[src/seeq_pkg.sv]
// Shared types and constants of the sensor event edge queue.
package seeq_pkg;

  localparam int unsigned TempW   = 11;
  localparam int unsigned BattW   = 7;
  localparam int unsigned CodeW   = 8;
  localparam int unsigned CmdW    = 2;
  localparam int unsigned QCountW = 4;
  localparam int unsigned DropW   = 3;
  localparam int unsigned NumSrc  = 6;   // event sources of one check, in check order

  // Request commands; code 3 is unused and changes nothing
  typedef enum logic [CmdW-1:0] {
    CMD_CHECK  = 2'd0,
    CMD_POP    = 2'd1,
    CMD_INJECT = 2'd2
  } seeq_cmd_e;

  // Configuration register indexes
  typedef enum logic [1:0] {
    REG_TEMP_WARN = 2'd0,
    REG_TEMP_CRIT = 2'd1,
    REG_BATT_LOW  = 2'd2,
    REG_BATT_CRIT = 2'd3
  } seeq_reg_e;

  // Event codes
  localparam logic [CodeW-1:0] EV_TEMP_WARN  = 8'd1;
  localparam logic [CodeW-1:0] EV_TEMP_CRIT  = 8'd2;
  localparam logic [CodeW-1:0] EV_BATT_LOW   = 8'd3;
  localparam logic [CodeW-1:0] EV_BATT_CRIT  = 8'd4;
  localparam logic [CodeW-1:0] EV_LID_CLOSED = 8'd5;
  localparam logic [CodeW-1:0] EV_LID_OPENED = 8'd6;
  localparam logic [CodeW-1:0] EV_AC_ON      = 8'd7;
  localparam logic [CodeW-1:0] EV_AC_OFF     = 8'd8;

  localparam logic [BattW-1:0] BattMax = 7'd100;

  // Threshold reset values
  localparam logic [TempW-1:0] TempWarnRst = 11'd600;
  localparam logic [TempW-1:0] TempCritRst = 11'd750;
  localparam logic [BattW-1:0] BattLowRst  = 7'd20;
  localparam logic [BattW-1:0] BattCritRst = 7'd5;

  typedef struct packed {
    logic [CmdW-1:0]  command;
    logic [TempW-1:0] temperature;
    logic [BattW-1:0] battery_percent;
    logic             lid_is_open;
    logic             ac_present;
    logic [CodeW-1:0] inject_code;
  } seeq_req_t;

  typedef struct packed {
    logic               alert_pending;
    logic [CodeW-1:0]   latest_event;
    logic [CodeW-1:0]   popped_event;
    logic [QCountW-1:0] queued_count;
    logic [7:0]         raised_mask;
    logic [DropW-1:0]   dropped_count;
  } seeq_rsp_t;

endpackage

[src/seeq_if.sv]
// Request and response channel interfaces of the sensor event edge queue.
interface seeq_req_if;
  import seeq_pkg::*;
  logic      valid;
  logic      ready;
  seeq_req_t data;
  modport source (output valid, output data, input ready);
  modport sink (input valid, input data, output ready);
endinterface

interface seeq_rsp_if;
  import seeq_pkg::*;
  logic      valid;
  logic      ready;
  seeq_rsp_t data;
  modport source (output valid, output data, input ready);
  modport sink (input valid, input data, output ready);
endinterface

[src/sensor_event_edge_queue.sv]
// Sensor event edge queue: threshold edge detection feeding a circular event FIFO.
// A request is taken into the input register, then worked into the response register
// when the response register is empty or its response is being taken.
// Throughput: one request per cycle without response stalls, set by the single pass.
// Reset (rst_ni low, asynchronous): pointers, flags, edge history and thresholds take
// their reset values; the event store itself is not cleared.
module sensor_event_edge_queue #(
  parameter int unsigned QUEUE_SLOTS = 16
) (
  input  logic                  clk_i,
  input  logic                  rst_ni,
  seeq_req_if.sink              evt_req_i,
  seeq_rsp_if.source            evt_rsp_o,
  input  logic                  psel,
  input  logic                  penable,
  input  logic                  pwrite,
  input  logic [3:0]            paddr,
  input  logic [31:0]           pwdata,
  output logic [31:0]           prdata,
  output logic                  pready
);
  import seeq_pkg::*;

  localparam int unsigned PtrW = $clog2(QUEUE_SLOTS);
  localparam int unsigned CntW = $clog2(QUEUE_SLOTS + 1);
  localparam logic [PtrW-1:0] LastSlot = PtrW'(QUEUE_SLOTS - 1);
  localparam logic [CntW-1:0] FullCnt  = CntW'(QUEUE_SLOTS - 1);

  function automatic logic [PtrW-1:0] ptr_inc(input logic [PtrW-1:0] p);
    ptr_inc = (p == LastSlot) ? '0 : p + 1'b1;
  endfunction

  function automatic logic [CntW-1:0] used_of(input logic [PtrW-1:0] w,
                                              input logic [PtrW-1:0] r);
    if (w >= r) begin
      used_of = CntW'(w) - CntW'(r);
    end else begin
      used_of = CntW'(w) + CntW'(QUEUE_SLOTS) - CntW'(r);
    end
  endfunction

  // ---------------------------------------------------------------------------
  // Configuration registers
  logic [TempW-1:0] temp_warn_q, temp_crit_q;
  logic [BattW-1:0] batt_low_q, batt_crit_q;
  logic             cfg_wr;
  seeq_reg_e        cfg_sel;

  assign pready  = 1'b1;
  assign cfg_wr  = psel && penable && pwrite && pready;
  assign cfg_sel = seeq_reg_e'(paddr[3:2]);

  always_ff @(posedge clk_i or negedge rst_ni) begin
    if (!rst_ni) begin
      temp_warn_q <= TempWarnRst;
      temp_crit_q <= TempCritRst;
      batt_low_q  <= BattLowRst;
      batt_crit_q <= BattCritRst;
    end else if (cfg_wr) begin
      unique case (cfg_sel)
        REG_TEMP_WARN: temp_warn_q <= pwdata[TempW-1:0];
        REG_TEMP_CRIT: temp_crit_q <= pwdata[TempW-1:0];
        REG_BATT_LOW:  batt_low_q  <= pwdata[BattW-1:0];
        REG_BATT_CRIT: batt_crit_q <= pwdata[BattW-1:0];
      endcase
    end
  end

  always_comb begin
    unique case (cfg_sel)
      REG_TEMP_WARN: prdata = 32'(temp_warn_q);
      REG_TEMP_CRIT: prdata = 32'(temp_crit_q);
      REG_BATT_LOW:  prdata = 32'(batt_low_q);
      REG_BATT_CRIT: prdata = 32'(batt_crit_q);
    endcase
  end

  // ---------------------------------------------------------------------------
  // Handshake: input register and response register
  logic      in_valid_q, out_valid_q;
  seeq_req_t in_q;
  seeq_rsp_t rsp_q;
  logic [CodeW-1:0] popped_q;
  logic      adv, work;

  assign adv             = !out_valid_q || evt_rsp_o.ready;
  assign work            = in_valid_q && adv;
  assign evt_req_i.ready = !in_valid_q || adv;
  assign evt_rsp_o.valid = out_valid_q;

  always_comb begin
    evt_rsp_o.data              = rsp_q;
    evt_rsp_o.data.popped_event = popped_q;
  end

  always_ff @(posedge clk_i or negedge rst_ni) begin
    if (!rst_ni) begin
      in_valid_q  <= 1'b0;
      out_valid_q <= 1'b0;
    end else begin
      if (evt_req_i.ready) begin
        in_valid_q <= evt_req_i.valid;
      end
      if (adv) begin
        out_valid_q <= in_valid_q;
      end
    end
  end

  always_ff @(posedge clk_i) begin
    if (evt_req_i.valid && evt_req_i.ready) begin
      in_q <= evt_req_i.data;
    end
  end

  // ---------------------------------------------------------------------------
  // Queue and edge state
  logic [PtrW-1:0]  wp_q, rp_q, wp_d, rp_d;
  logic             pending_q, pending_d;
  logic [CodeW-1:0] last_q, last_d;
  logic             prev_warm_q, prev_hot_q, prev_low_q, prev_empty_q;
  logic             prev_lid_q, prev_ac_q;
  logic             prev_warm_d, prev_hot_d, prev_low_d, prev_empty_d;
  logic             prev_lid_d, prev_ac_d;
  logic [CodeW-1:0] store_q [QUEUE_SLOTS];

  // Per-source push lanes
  logic [NumSrc-1:0] raise;
  logic [CodeW-1:0]  code   [NumSrc];
  logic [NumSrc-1:0] we;
  logic [PtrW-1:0]   waddr  [NumSrc];
  logic [PtrW-1:0]   ptr;
  logic [CntW-1:0]   free_cnt, used_cur, used_new;
  logic [CntW+QCountW-1:0] used_ext;
  logic [DropW-1:0]  drop;
  logic [7:0]        mask;
  logic [BattW-1:0]  batt;
  logic              warm, hot, low, empty, pop_hit;
  seeq_rsp_t         rsp_d;

  // One request worked against the current state
  always_comb begin
    wp_d         = wp_q;
    rp_d         = rp_q;
    pending_d    = pending_q;
    last_d       = last_q;
    prev_warm_d  = prev_warm_q;
    prev_hot_d   = prev_hot_q;
    prev_low_d   = prev_low_q;
    prev_empty_d = prev_empty_q;
    prev_lid_d   = prev_lid_q;
    prev_ac_d    = prev_ac_q;
    raise        = '0;
    mask         = '0;
    pop_hit      = 1'b0;
    for (int k = 0; k < NumSrc; k++) begin
      code[k]  = '0;
      we[k]    = 1'b0;
      waddr[k] = '0;
    end

    batt  = (in_q.battery_percent > BattMax) ? BattMax : in_q.battery_percent;
    warm  = in_q.temperature >= temp_warn_q;
    hot   = in_q.temperature >= temp_crit_q;
    low   = batt <= batt_low_q;
    empty = batt <= batt_crit_q;

    used_cur = used_of(wp_q, rp_q);
    free_cnt = FullCnt - used_cur;

    unique case (seeq_cmd_e'(in_q.command))
      CMD_CHECK: begin
        raise[0] = warm && !prev_warm_q;
        code[0]  = EV_TEMP_WARN;
        raise[1] = hot && !prev_hot_q;
        code[1]  = EV_TEMP_CRIT;
        raise[2] = low && !prev_low_q;
        code[2]  = EV_BATT_LOW;
        raise[3] = empty && !prev_empty_q;
        code[3]  = EV_BATT_CRIT;
        raise[4] = in_q.lid_is_open != prev_lid_q;
        code[4]  = in_q.lid_is_open ? EV_LID_OPENED : EV_LID_CLOSED;
        raise[5] = in_q.ac_present != prev_ac_q;
        code[5]  = in_q.ac_present ? EV_AC_ON : EV_AC_OFF;
        mask = {raise[5] && !in_q.ac_present, raise[5] && in_q.ac_present,
                raise[4] && in_q.lid_is_open, raise[4] && !in_q.lid_is_open,
                raise[3:0]};
        prev_warm_d  = warm;
        prev_hot_d   = hot;
        prev_low_d   = low;
        prev_empty_d = empty;
        prev_lid_d   = in_q.lid_is_open;
        prev_ac_d    = in_q.ac_present;
      end
      CMD_POP: begin
        if (rp_q != wp_q) begin
          pop_hit = 1'b1;
          rp_d    = ptr_inc(rp_q);
          if (rp_d == wp_q) begin
            pending_d = 1'b0;
            last_d    = '0;
          end
        end
      end
      CMD_INJECT: begin
        raise[0] = 1'b1;
        code[0]  = in_q.inject_code;
      end
      default: begin
      end
    endcase

    // Enqueue raised events in order; the ones past the free room are dropped
    ptr  = wp_q;
    drop = '0;
    for (int k = 0; k < NumSrc; k++) begin
      if (raise[k]) begin
        if (free_cnt != '0) begin
          we[k]     = 1'b1;
          waddr[k]  = ptr;
          ptr       = ptr_inc(ptr);
          free_cnt  = free_cnt - 1'b1;
          pending_d = 1'b1;
          last_d    = code[k];
        end else begin
          drop = drop + 1'b1;
        end
      end
    end
    if (seeq_cmd_e'(in_q.command) != CMD_POP) begin
      wp_d = ptr;
    end

    used_new = used_of(wp_d, rp_d);
    used_ext = {{QCountW{1'b0}}, used_new};

    rsp_d.alert_pending = pending_d;
    rsp_d.latest_event  = last_d;
    rsp_d.popped_event  = '0;
    rsp_d.queued_count  = used_ext[QCountW-1:0];
    rsp_d.raised_mask   = mask;
    rsp_d.dropped_count = drop;
  end

  // State update on each worked request
  always_ff @(posedge clk_i or negedge rst_ni) begin
    if (!rst_ni) begin
      wp_q         <= '0;
      rp_q         <= '0;
      pending_q    <= 1'b0;
      last_q       <= '0;
      prev_warm_q  <= 1'b0;
      prev_hot_q   <= 1'b0;
      prev_low_q   <= 1'b0;
      prev_empty_q <= 1'b0;
      prev_lid_q   <= 1'b1;
      prev_ac_q    <= 1'b1;
    end else if (work) begin
      wp_q         <= wp_d;
      rp_q         <= rp_d;
      pending_q    <= pending_d;
      last_q       <= last_d;
      prev_warm_q  <= prev_warm_d;
      prev_hot_q   <= prev_hot_d;
      prev_low_q   <= prev_low_d;
      prev_empty_q <= prev_empty_d;
      prev_lid_q   <= prev_lid_d;
      prev_ac_q    <= prev_ac_d;
    end
  end

  // Response register and event store (write lanes hit distinct slots)
  always_ff @(posedge clk_i) begin
    if (work) begin
      rsp_q    <= rsp_d;
      popped_q <= pop_hit ? store_q[rp_q] : '0;
      for (int k = 0; k < NumSrc; k++) begin
        if (we[k]) begin
          store_q[waddr[k]] <= code[k];
        end
      end
    end
  end

`ifndef SYNTH
  // Occupancy never exceeds one less than the slot count
  a_used_bound: assert property (@(posedge clk_i) disable iff (!rst_ni)
    used_of(wp_q, rp_q) <= FullCnt)
    else $error("event queue occupancy out of range");

  // An empty queue carries no pending flag and no latest code
  a_empty_clear: assert property (@(posedge clk_i) disable iff (!rst_ni)
    (wp_q == rp_q) |-> (!pending_q && (last_q == '0)))
    else $error("pending state left over on empty queue");

  // A response that reports drops belongs to a full queue
  a_drop_full: assert property (@(posedge clk_i) disable iff (!rst_ni)
    (out_valid_q && (rsp_q.dropped_count != '0)) |-> (used_of(wp_q, rp_q) == FullCnt))
    else $error("drop reported while queue had room");
`endif

endmodule
[src/flat_wrapper.sv]
// flat-port wrapper written by rule: the top's interface ports become plain ports
module sensor_event_edge_queue_flat import seeq_pkg::*;
#(
  parameter int unsigned QUEUE_SLOTS = 16
)
  (clk_i, rst_ni, psel, penable, pwrite, paddr, pwdata, prdata, pready, evt_req_i_valid, evt_req_i_data, evt_req_i_ready, evt_rsp_o_valid, evt_rsp_o_data, evt_rsp_o_ready);
  seeq_req_if evt_req_i_i ();
  seeq_rsp_if evt_rsp_o_i ();
  input  logic clk_i;
  input  logic rst_ni;
  input  logic psel;
  input  logic penable;
  input  logic pwrite;
  input  logic [3:0] paddr;
  input  logic [31:0] pwdata;
  output logic [31:0] prdata;
  output logic pready;
  input wire logic [$bits(evt_req_i_i.valid)-1:0] evt_req_i_valid;
  input wire logic [$bits(evt_req_i_i.data)-1:0] evt_req_i_data;
  output wire logic [$bits(evt_req_i_i.ready)-1:0] evt_req_i_ready;
  output wire logic [$bits(evt_rsp_o_i.valid)-1:0] evt_rsp_o_valid;
  output wire logic [$bits(evt_rsp_o_i.data)-1:0] evt_rsp_o_data;
  input wire logic [$bits(evt_rsp_o_i.ready)-1:0] evt_rsp_o_ready;
  assign evt_req_i_i.valid = evt_req_i_valid;
  assign evt_req_i_i.data = evt_req_i_data;
  assign evt_req_i_ready = evt_req_i_i.ready;
  assign evt_rsp_o_valid = evt_rsp_o_i.valid;
  assign evt_rsp_o_data = evt_rsp_o_i.data;
  assign evt_rsp_o_i.ready = evt_rsp_o_ready;
  sensor_event_edge_queue #(.QUEUE_SLOTS(QUEUE_SLOTS)) u_core (.clk_i(clk_i), .rst_ni(rst_ni), .evt_req_i(evt_req_i_i), .evt_rsp_o(evt_rsp_o_i), .psel(psel), .penable(penable), .pwrite(pwrite), .paddr(paddr), .pwdata(pwdata), .prdata(prdata), .pready(pready));
endmodule
[config.mk]
export PLATFORM = sky130hd
export DESIGN_NAME = sensor_event_edge_queue_flat
export DESIGN_NICKNAME = d
export VERILOG_FILES = /design/src/seeq_pkg.sv /design/src/seeq_if.sv /design/src/sensor_event_edge_queue.sv /design/src/flat_wrapper.sv
export SDC_FILE = /design/constraint.sdc
export NUM_CORES = 1
export LEC_CHECK = 0
export BUFFER_PORTS_ARGS = -buffer_cell sky130_fd_sc_hd__buf_2
export CAP_MARGIN = 0
export CORE_MARGIN = 10
export CORE_UTILIZATION = 45
export DETAILED_ROUTE_END_ITERATION = 8
export GPL_TIMING_DRIVEN = 0
export HOLD_SLACK_MARGIN = 0.1
export PLACE_DENSITY = 0.73
export SLEW_MARGIN = 15
export SYNTH_ARGS = -nofsm -noshare
export SYNTH_HDL_FRONTEND = slang
export SYNTH_SLANG_ARGS = --single-unit
[constraint.sdc]
create_clock -name clk_i -period 10 [get_ports clk_i]
set_clock_uncertainty 0.05 [all_clocks]
set_input_delay 0 -clock clk_i [delete_from_list [all_inputs] [get_ports clk_i]]
set_output_delay 0 -clock clk_i [all_outputs]
set_load 0.1 [all_outputs]
==> flow_summary.ini, run 1 <==
[run_status]
status = finished, final reports clean

[setup_path]
crit_type = reg -> reg
cp.required_ns = 10.24
crit_path_top_delay_cell = fa_2
startpoint = u_core.rp_q[1]
crit_buf_inv = 11
worst-path-max-fanout = 10
cp_data_arrival_time_ns = 9.97
crit_top_cell = buf_6
end_kind = flip-flop
critPathLaunchType = flip-flop
cp_slowest_stage_delay_ns = 0.46
r2r_start = u_core.rp_q[1]
path_delay_family = compound AO/OA/AOI/OAI gates

[power_and_ir_drop]
power_density_nw_per_um2 = 312
vdd_drop_max_uv = 230
leakage_uw = 0.00781

[worst_hold_path]
hp-class = in -> reg
hp-start = evt_req_i_data[6]

[finish]
fin_cells = 2394
areaGrowthSynthToFinish_pct = 20.0
nets = 2051
drive_above_1_share_pct = 20.6
final_util_pct = 54.8
n_fill_cell = 3100
n_antenna_cell = 0
final_area_um2 = 19500

[timing]
fmax_mhz = 103
fin_crit_ns = 9.73
setup_viol = 0
worst_pin_slew_ns = 1.16
fin_crit_sh_pct = 97.3
finalHoldViolations = 0
maxSlewViolCount = 0
relSlewSlack_pct = 21.9

[logic_synthesis]
synth_area_per_cell_um2 = 9.67
synth_area_um2 = 16200
synth_area_leaders = edfxtp_1 (23%), dfxtp_1 (7.9%), dfrtp_1 (6.8%)
synth_top_area_share_pct = 23.3
syn_inst = 1679
ys_warn_count = 0
synth_most_common_cell = nor2_1
synthTopCellsByCount = nor2_1 (201), nand2_1 (144), edfxtp_1 (126)
synthArstFlopShare_pct = 24.3
synth_cell_types = 112
yosysSeqAreaShare_pct = 40.7
yosysTopAreaCell = edfxtp_1
synth_edf_count = 126
synth.ff_latch_count = 251
synth-main-ff-cell = edfxtp_1

[clock_tree]
clk_latency_ns = 0.56
htree_levels = 1
numCtsBuffers = 28
cts.clk_slew.worst_paths_ns = 0.07
cts_root_buf = clkbuf_16
cts_tree = built
cts_sinks = 251
clockBufferDepth = 3

[global_route]
grt_pass1_wl_um = 84400
grt_antenna_before_repair = 1
grt_pass1_vias = 14100
overflow = 0
grt_max_degree = 41
grtUsageTotal_pct = 24.2

[detailed_routing]
drc_errors = 0
firstDrtPassIters = 6
drt_wl_total_um = 55800
vias_per_cell = 6.11
routed-via-count = 14600
ant_nets = 0
wl_per_cell_um = 23.3
drt_iter0_drc = 1679

[floorplan]
die-area_um2 = 44100
io_pins = 140
core_um2 = 35600
initial_utilization_pct = 45.6
row_count = 69
die_h_um = 210
die_w_um = 210

[placed_design]
place_hpwl_um = 41800
gp_congestion = 1.04
placed_cell_area_um2 = 17400
io_buffers = 92
dp_cells = 2257

[job]
cap_violations = 0
-- worst paths after layout --
path                                        endpoint  slack (ns)  depth (start not counted)
setup reg to reg           u_core.evt_rsp_o.data[14]        0.27                         46
max in group asynchronous             u_core.wp_q[0]        7.90                          4
setup / recovery           u_core.evt_rsp_o.data[14]        0.27                         46
hold / removal                        u_core.in_q[6]        0.10                          2
hold reg to reg                    u_core.prev_low_q        0.43                          2
min in group asynchronous          u_core.prev_lid_q        0.44                          3
-- routing by layer --
metal / share of wire [%] / up-vias / global-route usage [%] / routed length [um]
met5: 0.023 / - / 0 / 13
met4: 2.5 / 2 / 6.15 / 1410
met3: 9.1 / 121 / 5.46 / 5060
met2: 46 / 685 / 39.7 / 25900
met1: 42 / 7151 / 31.8 / 23400
li1: - / 6678 / - / -
-- sequential cells by signal, indices dropped and copies added (netlist names) --
name                    count
u_core.last_q               8
u_core.in_valid_q           1
u_core.store_q            128
u_core.evt_rsp_o.data      24
u_core.prev_ac_q            1
u_core.prev_lid_q           1
u_core.prev_hot_q           1
u_core.wp_q                 4
u_core.batt_crit_q          7
u_core.pending_q            1
u_core.in_q                30
u_core.prev_empty_q         1
u_core.prev_warm_q          1
u_core.evt_rsp_o.valid      1
u_core.prev_low_q           1
u_core.temp_warn_q         11
u_core.popped_q             8
u_core.temp_crit_q         11
u_core.batt_low_q           7
u_core.rp_q                 4
-- per-stage QoR --
| step | power [uW] | setup slack [ns] | TNS, ns | hold slack, ns |
|---|---|---|---|---|
| floorplan | 3800 | 0.0713 | 0 | -0.346 |
| global placement | 4510 | -2.01 | -284.71 | 0.127 |
| detailed placement | 4580 | -2.04 | -291.56 | -0.117 |
| CTS | 5840 | 0.0251 | 0 | 0.101 |
| global route | 6390 | -0.0829 | -0.0829 | 0.111 |
| finish | 6070 | 0.273 | 0 | 0.103 |
-- placed cells by master, fill, tap and decap left out, types with 13 or more instances in the layout --
| cell | n |
|---|---|
| nor2_1 | 197 |
| nand2_1 | 141 |
| edfxtp_1 | 126 |
| a21oi_1 | 118 |
| buf_2 | 101 |
| inv_1 | 71 |
| o21ai_0 | 71 |
| dfxtp_1 | 64 |
| dlygate4sd3_1 | 61 |
| ha_1 | 59 |
| clkbuf_1 | 55 |
| nand3_1 | 54 |
| buf_4 | 50 |
| mux4_2 | 47 |
| dfrtp_1 | 43 |
| mux2_2 | 37 |
| mux2i_1 | 36 |
| and2_1 | 33 |
| clkbuf_16 | 30 |
| o22ai_1 | 26 |
| xnor2_1 | 25 |
| nand2b_1 | 23 |
| nor3_1 | 22 |
| a31oi_1 | 22 |
| conb_1 | 22 |
| a22oi_1 | 21 |
| nand4_1 | 20 |
| and3_1 | 17 |
| dfstp_2 | 17 |
| nor4_1 | 13 |
-- where the power goes --
group	internal, uW	total [uW]	leakage [uW]	switching [uW]
combinational	1260	3620	0.00486	2360
sequential	1290	1400	0.00249	108
clock	616	1050	0.000464	439
-- cells by family (layout without fill, tap and decap cells) --
| family | Yosys count | after routing | synth area share [%] |
|---|---|---|---|
| adders and majority gates | 68 | 68 | 5.32 |
| xor gates and xnor gates | 35 | 35 | 2.05 |
| DFF | 251 | 251 | 40.7 |
| buffers and inverters | 183 | 417 | 5.00 |
| muxes | 128 | 128 | 11.9 |
| and+or+nand+nor | 596 | 596 | 17.8 |
| AOI/OAI and AO/OA | 416 | 416 | 17.1 |
| other | 2 | 22 | 0.0463 |
-- cell type report --
| cell class | instances | area, um2 | share of cell area (%) |
|---|---|---|---|
| clock inverter | 18 | 188 | 0.963 |
| tap | 461 | 577 | 2.96 |
| multi-input combinational | 1265 | 9130 | 46.8 |
| clock buffer | 34 | 753 | 3.87 |
| timing repair buffer | 184 | 1330 | 6.83 |
| inverter | 76 | 292 | 1.50 |
| sequential | 251 | 6610 | 33.9 |
| buffer | 105 | 604 | 3.10 |
-- repair_timing --
action	CTS	global route
cloned	0	0
hold buffers	61	0
buffers inserted	11	15
gates resized for setup	40	29
pin swaps	6	9
setup endpoints to repair	221	139
hold endpoints to repair	129	0
No activity file was read; power rests on OpenSTA's default activity.
==> inputs of run 2 (changes only) <==
--- a/config.mk
+++ b/config.mk
@@ -7,12 +7,11 @@
 export LEC_CHECK = 0
 export BUFFER_PORTS_ARGS = -buffer_cell sky130_fd_sc_hd__buf_2
 export CAP_MARGIN = 0
-export CORE_MARGIN = 10
-export CORE_UTILIZATION = 45
+export CORE_UTILIZATION = 35
 export DETAILED_ROUTE_END_ITERATION = 8
 export GPL_TIMING_DRIVEN = 0
 export HOLD_SLACK_MARGIN = 0.1
-export PLACE_DENSITY = 0.73
+export PLACE_DENSITY = 0.61
 export SLEW_MARGIN = 15
 export SYNTH_ARGS = -nofsm -noshare
 export SYNTH_HDL_FRONTEND = slang
==> run 2 against run 1 <==
  * Cell count grew 7.0%
  * Sequential share of layout area is 0.60 points lower
  * Combinational power is 1% higher
  * Routed wire length down 1.1%
  * Sequential power about the same
  * Largest power group unchanged
  * Global-route usage shrank 1.0 points
  * Via count fell by 0.49%
  * Clock power shrank 4%
  * Non-clock buffer count grew 26
==> flow_summary.ini, run 2 (same netlist as run 1, synthesis figures left out) <==
[run_status]
status = finished, final reports clean

[floorplan]
core_um2 = 45600
initial_utilization_pct = 35.6
row_count = 78
io_pins = 140
die_w_um = 217
die_h_um = 217
die-area_um2 = 47300

[setup_path]
cp_data_arrival_time_ns = 9.85
critPathLaunchType = flip-flop
cp.required_ns = 10.26
crit_type = reg -> reg
crit_path_top_delay_cell = a21oi_1
r2r_cells = 43
r2r_slack_ns = 0.40
crit_buf_inv = 10
path_delay_family = compound AO/OA/AOI/OAI gates
end_kind = flip-flop
r2r_start = u_core.rp_q[1]
r2r-end = u_core.store_q[4][0]
cp_slowest_stage_delay_ns = 0.69
worst-path-max-fanout = 10

[clock_tree]
clk_latency_ns = 0.59
htree_levels = 1
clockBufferDepth = 3
cts_tree = built
cts.clk_slew.worst_paths_ns = 0.06
cts_sinks = 251
cts_root_buf = clkbuf_16
numCtsBuffers = 28

[detailed_routing]
drt_iter0_drc = 1422
wl_per_cell_um = 21.6
ant_nets = 0
routed-via-count = 14600
drc_errors = 0
drt_wl_total_um = 55200
firstDrtPassIters = 6
vias_per_cell = 5.69

[timing]
worst_pin_slew_ns = 1.36
setup_viol = 0
fin_crit_sh_pct = 96.0
maxSlewViolCount = 0
fin_crit_ns = 9.60
grt_setup_unrepaired = false
layout_setup_ws_ns = 0.404
holdWs_ns = 0.125
fmax_mhz = 104
relSlewSlack_pct = 8.39
finalHoldViolations = 0

[finish]
drive_above_1_share_pct = 20.3
final_util_pct = 43.5
final_cell_mix = nor2_1 (198), nand2_1 (142), edfxtp_1 (126)
final_common_cell = nor2_1
nets = 2077
final_area_um2 = 19800
areaGrowthSynthToFinish_pct = 22.2
largest_reg_flops = 128

[power_and_ir_drop]
p_total_uw = 6070
switching_share_pct = 48.3
internal_power_uw = 3140
p_sw_uw = 2930
combPwrFrac_pct = 60.4
power_density_nw_per_um2 = 306
leakage_uw = 0.00789
power_frac_seq_pct = 23.0
pwr-share-clk_pct = 16.6
vdd_drop_max_uv = 159

[global_route]
grt_max_degree = 51
grt_pass1_vias = 14300
grtUsageTotal_pct = 23.2
grt_pass1_wl_um = 83700
overflow = 0
grt_antenna_before_repair = 4

[worst_hold_path]
hp-start = pwdata[7]
holdPathStages = 4
hp-class = in -> reg
min_to = u_core.temp_warn_q[7]

[placed_design]
placed_cell_area_um2 = 17600
gp_congestion = 1.03
place_hpwl_um = 41700
io_buffers = 92
post-place-ws_ns = -2.58

[job]
cap_violations = 0
## run 2: changes by cell type in the layout (fill, tap and decap cells not counted), sizes merged
cell and delta:
diode +2, dlygate4sd3 +22, clkbuf +4, buf +6, inv -1, clkinv -3, bufinv -2
## run 2: routing by layer
metal  track usage, %  routed length, um  vias to the layer above
li1                 -                  -                     6701
met1             29.8              23200                     7124
met2             38.0              25300                      630
met3             6.04               5200                      106
met4             7.23               1500                        4
met5                0                 23                        -
## run 2: repair_timing
action / in CTS / in global routing
buffers inserted: 15 / 17
pin swaps: 9 / 12
resized for setup: 48 / 21
hold buffers: 83 / 0
hold endpoints to repair: 129 / 0
setup endpoints to repair: 221 / 100
## run 2: stage by stage
step,instances,TNS (ns)
4_1_cts,2543,0
6_report,2561,0
3_5_place_dp,2395,-354.84
2_1_floorplan,1699,0
5_1_grt,2559,0
3_3_place_gp,2391,-329.23
## run 2: power groups by stage
stage	combinational [uW]	clock [uW]	sequential [uW]
final	3670	1010	1400
after global routing	3950	1070	1410
after CTS	3490	1020	1390
after detailed placement	3210	0	1410
after global placement	3160	0	1410
after floorplan	2240	0	1570
## run 2: layout make-up
class / count / area [um2]
Fill cell: 4329 / 25700
Multi-Input combinational cell: 1265 / 9100
Sequential cell: 251 / 6610
Timing Repair Buffer: 211 / 1590
Clock buffer: 40 / 766
Tap cell: 600 / 751
Buffer: 104 / 602
Inverter: 76 / 293
Clock inverter: 12 / 110
Antenna cell: 2 / 5.00
## run 2: worst min-delay path: stages
cell,delay (ns)
dlygate4sd3_1,0.52
buf_2,0.10
nand2_1,0.04
o21ai_0,0.06
## run 2: worst max-delay path by stage
stage | startpoint | endpoint | slack, ns | cells past startpoint
2_1_floorplan | u_core.rp_q[1] | u_core.evt_rsp_o.data[14] | 0.07 | 46
3_3_place_gp | u_core.rp_q[1] | u_core.evt_rsp_o.data[14] | -2.52 | 46
3_5_place_dp | u_core.rp_q[1] | u_core.evt_rsp_o.data[14] | -2.58 | 46
4_1_cts | u_core.rp_q[1] | u_core.evt_rsp_o.data[14] | 0.03 | 46
5_1_grt | u_core.rp_q[1] | u_core.evt_rsp_o.data[14] | 0.03 | 48
6_report | u_core.rp_q[1] | u_core.store_q[4][0] | 0.40 | 43
==> inputs of run 3 (changes only) <==
--- a/config.mk
+++ b/config.mk
@@ -8,10 +8,12 @@
 export BUFFER_PORTS_ARGS = -buffer_cell sky130_fd_sc_hd__buf_2
 export CAP_MARGIN = 0
 export CORE_UTILIZATION = 35
+export CTS_BUF_LIST = sky130_fd_sc_hd__clkbuf_4
 export DETAILED_ROUTE_END_ITERATION = 8
 export GPL_TIMING_DRIVEN = 0
 export HOLD_SLACK_MARGIN = 0.1
 export PLACE_DENSITY = 0.61
+export SKIP_LAST_GASP = 1
 export SLEW_MARGIN = 15
 export SYNTH_ARGS = -nofsm -noshare
 export SYNTH_HDL_FRONTEND = slang
==> run 3 against run 2 <==
  * Utilization up 0.65 points
  * Routed wire length grew 2.4%
  * First-iteration DRC count up 6.0%
  * Sequential share of layout area is 0.49 points lower
  * Critical path depth fell by 3
  * Fmax rose by 0.33%
  * Flip-flop and latch count stayed put
  * Sequential power barely moved
  * Design area grew 1.5%
  * Non-clock buffer count rose by 28
  * Register-to-register slack improved by 0.03 ns
  * Highest routed layer unchanged
==> flow_summary.ini, run 3 (same netlist as run 1, synthesis figures left out) <==
[floorplan]
io_pins = 140
die_h_um = 217
die_w_um = 217
row_count = 78
initial_utilization_pct = 35.6
die-area_um2 = 47300
core_um2 = 45600

[clock_tree]
htree_levels = 3
numCtsBuffers = 70
cts.clk_slew.worst_paths_ns = 0.06
cts_tree = built
clockBufferDepth = 3
cts_sinks = 251
cts_root_buf = clkbuf_4
clk_latency_ns = 0.82

[finish]
largest_reg_flops = 128
areaGrowthSynthToFinish_pct = 24.0
final_cell_mix = nor2_1 (198), nand2_1 (142), edfxtp_1 (126)
final_common_cell = nor2_1
drive_above_1_share_pct = 22.9
nets = 2147
fin_cells = 2666

[detailed_routing]
vias_per_cell = 5.63
ant_nets = 0
drt_wl_total_um = 56500
drc_errors = 0
wl_per_cell_um = 21.2
firstDrtPassIters = 6
drt_iter0_drc = 1508
routed-via-count = 15000

[power_and_ir_drop]
power_density_nw_per_um2 = 300
vdd_drop_max_uv = 163
leakage_uw = 0.00810

[global_route]
grt_pass1_wl_um = 85900
grt_max_degree = 51
overflow = 0
grtUsageTotal_pct = 24.0
grt_antenna_before_repair = 6
grt_pass1_vias = 14900

[setup_path]
r2r_slack_ns = 0.44
worst-path-max-fanout = 10
crit_path_top_delay_cell = o211ai_1
crit_type = reg -> reg
cp_data_arrival_time_ns = 10.00
end_kind = flip-flop
cp_slowest_stage_delay_ns = 0.63
r2r-end = u_core.store_q[13][0]
r2r_start = u_core.rp_q[1]
critPathLaunchType = flip-flop
crit_top_cell = nor2_1
r2r_cells = 40
cp.required_ns = 10.43

[timing]
maxSlewViolCount = 0
fin_crit_ns = 9.56
relSlewSlack_pct = 10.2
worst_pin_slew_ns = 1.34
layout_setup_ws_ns = 0.436
fin_crit_sh_pct = 95.6
grt_setup_unrepaired = false
setup_viol = 0
fmax_mhz = 105
finalHoldViolations = 0

[worst_hold_path]
holdPathStages = 5
hp-start = paddr[2]
min_to = u_core.batt_low_q[2]
hp-class = in -> reg

[run_status]
status = finished, final reports clean

[placed_design]
gp_congestion = 1.03
post-place-ws_ns = -2.58
place_hpwl_um = 41700
io_buffers = 92
dp_cells = 2395

[job]
cap_violations = 0
-- run 3: changes by cell type in the layout (fill, tap and decap cells not counted), sizes merged, moves of 3 or more --
cell / delta
clkbuf: +65
clkinv: +7
diode: +3
dlygate4sd3: +29
inv: +3
-- run 3: timing repair --
item | 4_1_cts | 5_1_grt
hold buffers | 112 | 0
endpoints found under the hold margin | 159 | 0
setup buffers | 15 | 16
setup endpoints to repair | 221 | 102
pin swaps | 10 | 12
gates resized for setup | 48 | 23
-- run 3: final cells by class --
cell class | instances | area (um2)
Sequential cell | 251 | 6610
Fill cell | 4343 | 25400
Tap cell | 600 | 751
Inverter | 76 | 293
Antenna cell | 5 | 12.5
Clock inverter | 21 | 90.1
Buffer | 104 | 607
Timing Repair Buffer | 239 | 1870
Clock buffer | 105 | 788
Multi-Input combinational cell | 1265 | 9100
-- run 3: worst max path at each step --
stage	startpoint	endpoint	slack, ns
3_5_place_dp	u_core.rp_q[1]	u_core.evt_rsp_o.data[14]	-2.58
3_3_place_gp	u_core.rp_q[1]	u_core.evt_rsp_o.data[14]	-2.52
6_report	u_core.rp_q[1]	u_core.store_q[13][0]	0.44
5_1_grt	u_core.rp_q[1]	u_core.evt_rsp_o.data[14]	0.007
4_1_cts	u_core.rp_q[1]	u_core.evt_rsp_o.data[14]	0.03
2_1_floorplan	u_core.rp_q[1]	u_core.evt_rsp_o.data[14]	0.07
-- run 3: layer usage --
layer | vias to the layer above | part of all wire [%] | global-route usage, %
met5 | - | 0.046 | 0
met4 | 4 | 3.0 | 9.51
met3 | 134 | 9.9 | 6.96
met2 | 663 | 46 | 39.1
met1 | 7293 | 41 | 29.9
li1 | 6913 | - | -
-- run 3: per-stage QoR --
stage	setup TNS [ns]	util, %	power (uW)	hold WS (ns)	instance area, um2
2_1_floorplan	0	-	3800	-0.346	16300
3_3_place_gp	-329.23	38.5	4570	0.127	17500
3_5_place_dp	-354.84	38.7	4620	-0.179	17600
4_1_cts	0	43.7	5860	0.163	19900
5_1_grt	0	44.2	6400	0.284	20100
6_report	0	44.2	6030	0.257	20100
-- run 3: critical path, delay by kind of cell (launching register included) --
kind                     cells  cell delay, ns
AO/OA/AOI/OAI               10            2.49
XOR/XNOR                     2            0.29
adder cells (fa/ha/maj)      5            1.16
buffers and inverters        8            1.15
flip-flops                   1            0.39
multiplexers                 2            0.80
AND/OR/NAND/NOR             13            2.90
-- run 3: report_power, final --
group	internal, uW	switching (uW)	total [uW]
Combinational	1300	2390	3690
Clock	482	466	947
Sequential	1290	107	1400
